[config.mk]
export PLATFORM = sky130hd
export DESIGN_NAME = vr_sqrt_cell
export DESIGN_NICKNAME = d
export VERILOG_FILES = /design/src/hw/rtl/vr_pkg.sv /design/src/hw/rtl/vr_sqrt_cell.sv
export SDC_FILE = /design/constraint.sdc
export NUM_CORES = 1
export LEC_CHECK = 0
export BUFFER_PORTS_ARGS = -buffer_cell sky130_fd_sc_hd__clkbuf_2
export CORE_MARGIN = 5
export CORE_UTILIZATION = 39
export CTS_CLUSTER_DIAMETER = 50
export DETAILED_ROUTE_END_ITERATION = 7
export GPL_TIMING_DRIVEN = 0
export HOLD_SLACK_MARGIN = 0.06
export MAX_ROUTING_LAYER = met4
export SLEW_MARGIN = 25
export SYNTH_ARGS = -nofsm -noshare
export SYNTH_HDL_FRONTEND = slang
export SYNTH_SLANG_ARGS = --single-unit
[constraint.sdc]
create_clock -name clk -period 5.65 [get_ports clk]
set_clock_uncertainty 0.1 [all_clocks]
set_input_delay 0.565 -clock clk [delete_from_list [all_inputs] [get_ports clk]]
set_output_delay 0.565 -clock clk [all_outputs]
set_load 0.05 [all_outputs]
[src/hw/rtl/vr_pkg.sv]
`default_nettype none
package vr_pkg;

  localparam int SQRT_STEPS = 32;
  localparam int DIV_STEPS  = 18;

  typedef struct packed {
    logic [63:0] v;
    logic [63:0] res;
  } sqrt_t;

  typedef struct packed {
    logic [31:0]       len;
    logic [2:0][49:0]  rem;
    logic [2:0][17:0]  q;
  } div_t;

  typedef struct packed {
    logic [2:0]        neg;
    logic [2:0][23:0]  dmag;
    logic [2:0][17:0]  n;
    logic [19:0]       eta;
    logic              zero;
  } side_t;

  typedef struct packed {
    logic [2:0][17:0]  n;
    logic [19:0]       eta;
    logic              zero;
  } tail_t;

  // drop 16 fraction bits, round to nearest, ties away from zero
  function automatic logic signed [63:0] rnd16(input logic signed [63:0] v);
    logic [63:0] m;
    m = v[63] ? 64'(-v) : 64'(v);
    m = (m + 64'd32768) >> 16;
    return v[63] ? -$signed(m) : $signed(m);
  endfunction

  function automatic logic [23:0] sat24(input logic signed [35:0] v);
    logic [23:0] r;
    if (v > 36'sd8388607) begin
      r = 24'h7FFFFF;
    end else if (v < -36'sd8388608) begin
      r = 24'h800000;
    end else begin
      r = v[23:0];
    end
    return r;
  endfunction

endpackage
`default_nettype wire

[src/hw/rtl/vr_sqrt_cell.sv]
`default_nettype none
module vr_sqrt_cell (
  input  wire logic          clk,
  input  wire logic [63:0]   bit_val,
  input  wire vr_pkg::sqrt_t in_d,
  output vr_pkg::sqrt_t      out_q
);

  vr_pkg::sqrt_t stage_r;
  vr_pkg::sqrt_t stage_nxt;
  logic [63:0]   trial;

  always_comb begin
    trial = in_d.res + bit_val;
    if (in_d.v >= trial) begin
      stage_nxt.v   = in_d.v - trial;
      stage_nxt.res = (in_d.res >> 1) + bit_val;
    end else begin
      stage_nxt.v   = in_d.v;
      stage_nxt.res = in_d.res >> 1;
    end
  end

  always_ff @(posedge clk) begin
    stage_r <= stage_nxt;
  end

  assign out_q = stage_r;

endmodule
`default_nettype wire

### Yosys cells after proc, flatten, opt, wreduce, memory -nomap -nowiden

Cells that the tools add are included.

| cells by class | value |
|---|---|
| add/subtract/negate cells | 3 |
| $lt $le $gt $ge | 1 |
| multiplexer cells | 1 |

Operators by type and width:

| operator | count |
|---|---|
| $mux W128 | 1 |
| $add A63 B64 Y64 | 1 |
| $add A64 B64 Y64 | 1 |
| $ge A64 B64 Y1 | 1 |
| $sub A64 B64 Y64 | 1 |

| storage, ports and cells | value |
|---|---|
| bits in registers | 128 |
| output and inout port bits | 128 |
| word-level logic and storage cells | 8 |

### Depth between registers and ports, before layout

| depth | value |
|---|---|
| depth in word-level cells | 3 |
| gate-level depth with buffers | 28 |
| mapped depth without buffers | 24 |

### Worst setup path after synthesis

Ideal clock, no wire load.

| path | value |
|---|---|
| path kind | in2reg |
| start | input port bit_val[3] |
| end | register stage_r, in the netlist out_q[111] |
| data arrival time | 5222 ps |
| required time | 5429 ps |
| path slack | 207 ps |
| stages | 23 |
| buffers on the path | 4 |
| cells stage by stage | ha_1 o21ai_0 nor2_1 o31ai_1 o311ai_0 a31oi_1 o41a_1 o21a_1 o21ai_1 a21oi_1 xor2_1 ha_1 clkbuf_1 a21o_1 a21o_1 a21oi_1 a21boi_0 a311o_1 nor2_1 buf_4 buf_2 buf_2 mux2_2 |

RTL lines:

| item | line | RTL |
|---|---|---|
| start: declaration | vr_sqrt_cell.sv:4 | `input wire logic [63:0] bit_val,` |
| end signal: assignment | vr_sqrt_cell.sv:25 | `stage_r <= stage_nxt;` |
| end: declaration | vr_sqrt_cell.sv:9 | `vr_pkg::sqrt_t stage_r;` |

==> flow_metrics.tcl <==
set metrics [dict create \
    initial_utilization 0.3945 \
    htree_levels 4 \
    synth_simple_gate_area_frac 0.1883 \
    ys_seq_elements 128 \
    grt_pass1_wl_microns 91300 \
    placed_cell_area_sq_um 17500 \
    fin_crit_sh 0.9778 \
    setup_viol 0 \
    total_power_mw 7.717 \
    critical_path_depth 24 \
    cp_slowest_cell "ha_2" \
    chipHeight_microns 207.7 \
    drive_gt1_frac 0.2047 \
    grt_pass1_vias 16110 \
    required_ps 5870 \
    routedWlPerCell_microns 20.45 \
    tns_ps 0 \
    mostFrequentLayoutCells "323 x clkbuf_2, 255 x nand2_1, 232 x a21oi_1, 208 x o21ai_0, 168 x ha_1" \
    drtIter0Drc 1367 \
    setup_ws_ps 125.4 \
    num_rows 72 \
    max_freq_ghz 0.1810 \
    p_leak_nw 8.823 \
    clock_sinks 128 \
    syn_area_per_cell_sq_um 7.263 \
    end_kind "flip-flop" \
    grt_usage 0.2703 \
    critical_path.max_stage_delay_ps 430 \
    cts_tree "yes" \
    status "finished, final reports clean" \
    post-dp-hpwl_microns 49390 \
    place_congestion 1.011 \
    synth_edf_count 0 \
    synth_compound_area_frac 0.3300 \
    coreArea_sq_um 38650 \
    cts_root_buf "clkbuf_16" \
    synth_xor_area_frac 0.1011 \
    p_per_area_nw_per_um2 405.6 \
    path_common_cell "buf_12" \
    synth_top_family_by_area "compound AO/OA/AOI/OAI gates" \
    dr_total_vias 16990 \
    drv_slew 0 \
    whs_ps 217.8 \
    synth_mux_area_frac 0.008535 \
    drv_cap 0 \
    largest_register_ff_count 128 \
    hold_buffers 0 \
    synth_cell_types 75 \
    postLayoutCellArea_sq_um 19020 \
    worstPathMaxFanout 10 \
    crit_type "in -> reg" \
    critPathArrivalTime_ps 5750 \
    synth-warning-count 0 \
    synth_flop_cell "dfxtp_1" \
    hold_viol 0 \
    ir_drop_uv 316.9 \
    clkTransAtPathRegs_ps 70 \
    critical_path.top_delay_family "compound AO/OA/AOI/OAI gates" \
    cts.path.max_buffers 2 \
    synth-adder-area-share 0.1599 \
    cts_buffers 17 \
    cp-start-kind "input port" \
    ys_async_sr_fraction 0 \
    dpl_worst_slack_ps -2400 \
    syn2layout_area_growth_pct 24.78 \
    layout_min_cycle_time_ps 5525 \
    wirelength_microns 60690 \
    fp.dieW_microns 207.7 \
    io_pins 321 \
    syn_area_sq_um 15250 \
    tightest_slew_ps 876.5 \
    nFillCells 3924 \
    syn_nets 2485 \
    fin_util 0.4923 \
    fp.dieArea_sq_um 43150 \
    numPortBuffers 320 \
    drc 0 \
    overflow 0 \
    hold_class "in -> reg" \
    hold_path_depth 3 \
    viasPerCell 5.725 \
    grt_max_degree 17 \
    nets 2821 \
    layout_commonest_cell "clkbuf_2" \
    fin_cells 2968 \
    placedCellCount 2937 \
    crit_buf_inv 6 \
    ys_seq_area_frac 0.1681 \
    antenna_found_initial 2 \
    slew_headroom 0.4005 \
    drtPass1Iterations 5 \
    synthCells 2099 \
    path_cells "clkbuf_2 > ha_1 > a211oi_1 > nor2_2 > o31ai_4 > buf_12 > o311ai_4 > a31oi_4 > o41a_1 > o21a_2 > o31ai_4 > xnor2_1 > ha_2 > a21oi_1 > o21ai_1 > o21ba_2 > o31ai_1 > a311o_1 > nor2_4 > buf_12 > buf_12 > buf_12 > buf_8 > o21ai_0" \
    ant_nets 0 \
]
==> cell usage after synthesis, types with 5 or more instances <==
master     number  area share
nand2_1       256       0.063
a21oi_1       240       0.079
o21ai_0       214       0.070
ha_1          190        0.16
a21o_1        128       0.063
dfxtp_1       128        0.17
nor2_1        115       0.028
xnor2_1        99       0.057
clkbuf_1       90       0.022
xor2_1         77       0.044
nand4_1        72       0.030
inv_1          57       0.014
o21bai_1       42       0.021
nand3_1        30      0.0098
nor3_1         24      0.0079
buf_2          21      0.0069
o21a_1         21       0.010
a211oi_1       20      0.0098
a31oi_1        20      0.0082
nand2b_1       19      0.0078
nor2b_1        18      0.0074
o31ai_1        18      0.0089
or3_1          13      0.0053
o211ai_1       12      0.0059
a21boi_0       10      0.0049
and3_1         10      0.0041
and2_1          9      0.0037
nor4_1          9      0.0037
mux2_2          8      0.0059
o21ai_1         8      0.0026
or2_2           7      0.0029
a221o_1         6      0.0039
a31o_2          6      0.0034
and4_1          6      0.0034
a2111oi_0       5      0.0029
a211o_1         5      0.0029
a41oi_1         5      0.0029
o22ai_1         5      0.0021
o31a_1          5      0.0029
o41ai_1         5      0.0029
==> worst paths after layout <==
kind / end / start
worst max-delay path: out_q[124] / in_d[1]
worst min-delay path: out_q[64] / in_d[64]
==> cell type report <==
type                    instances  area, sq um  area share
multi-input cells            1801        12550      0.6598
flip-flops and latches        128         2562      0.1347
repair buffers                340         1847     0.09707
well taps                     518        648.1     0.03407
plain buffers                  90        529.3     0.02782
clock buffers                  18        429.2     0.02256
clock inverters                14        237.7     0.01250
inverters                      57        214.0     0.01125
diodes                          2        5.005   0.0002631
==> cells by family after synthesis <==
group	count (synthesis)
AOI/OAI and AO/OA	811
xor gates and xnor gates	176
adders and majority gates	193
buffers and inverters	170
DFF	128
muxes	12
and+or+nand+nor	609
==> power breakdown <==
group / total [mW] / switching [mW] / internal, mW
combinational: 5.02 / 3.47 / 1.55
sequential: 1.38 / 0.108 / 1.27
clock: 1.31 / 0.485 / 0.827
total: 7.72 / 4.07 / 3.65
==> repair_timing <==
item / CTS / global route
cloned: 0 / 4
gates resized for setup: 83 / 74
setup buffers: 6 / 10
setup endpoints to repair: 128 / 128
pin swaps: 9 / 17
==> layer usage <==
metal  up-vias  GRT usage  share of wire
met5         -          -              0
met4         0    0.07225          0.018
met3        54    0.03098          0.060
met2       616     0.3908           0.42
met1      7925     0.3986           0.50
li1       8397          -              -
(Power assumes the default switching activity.)
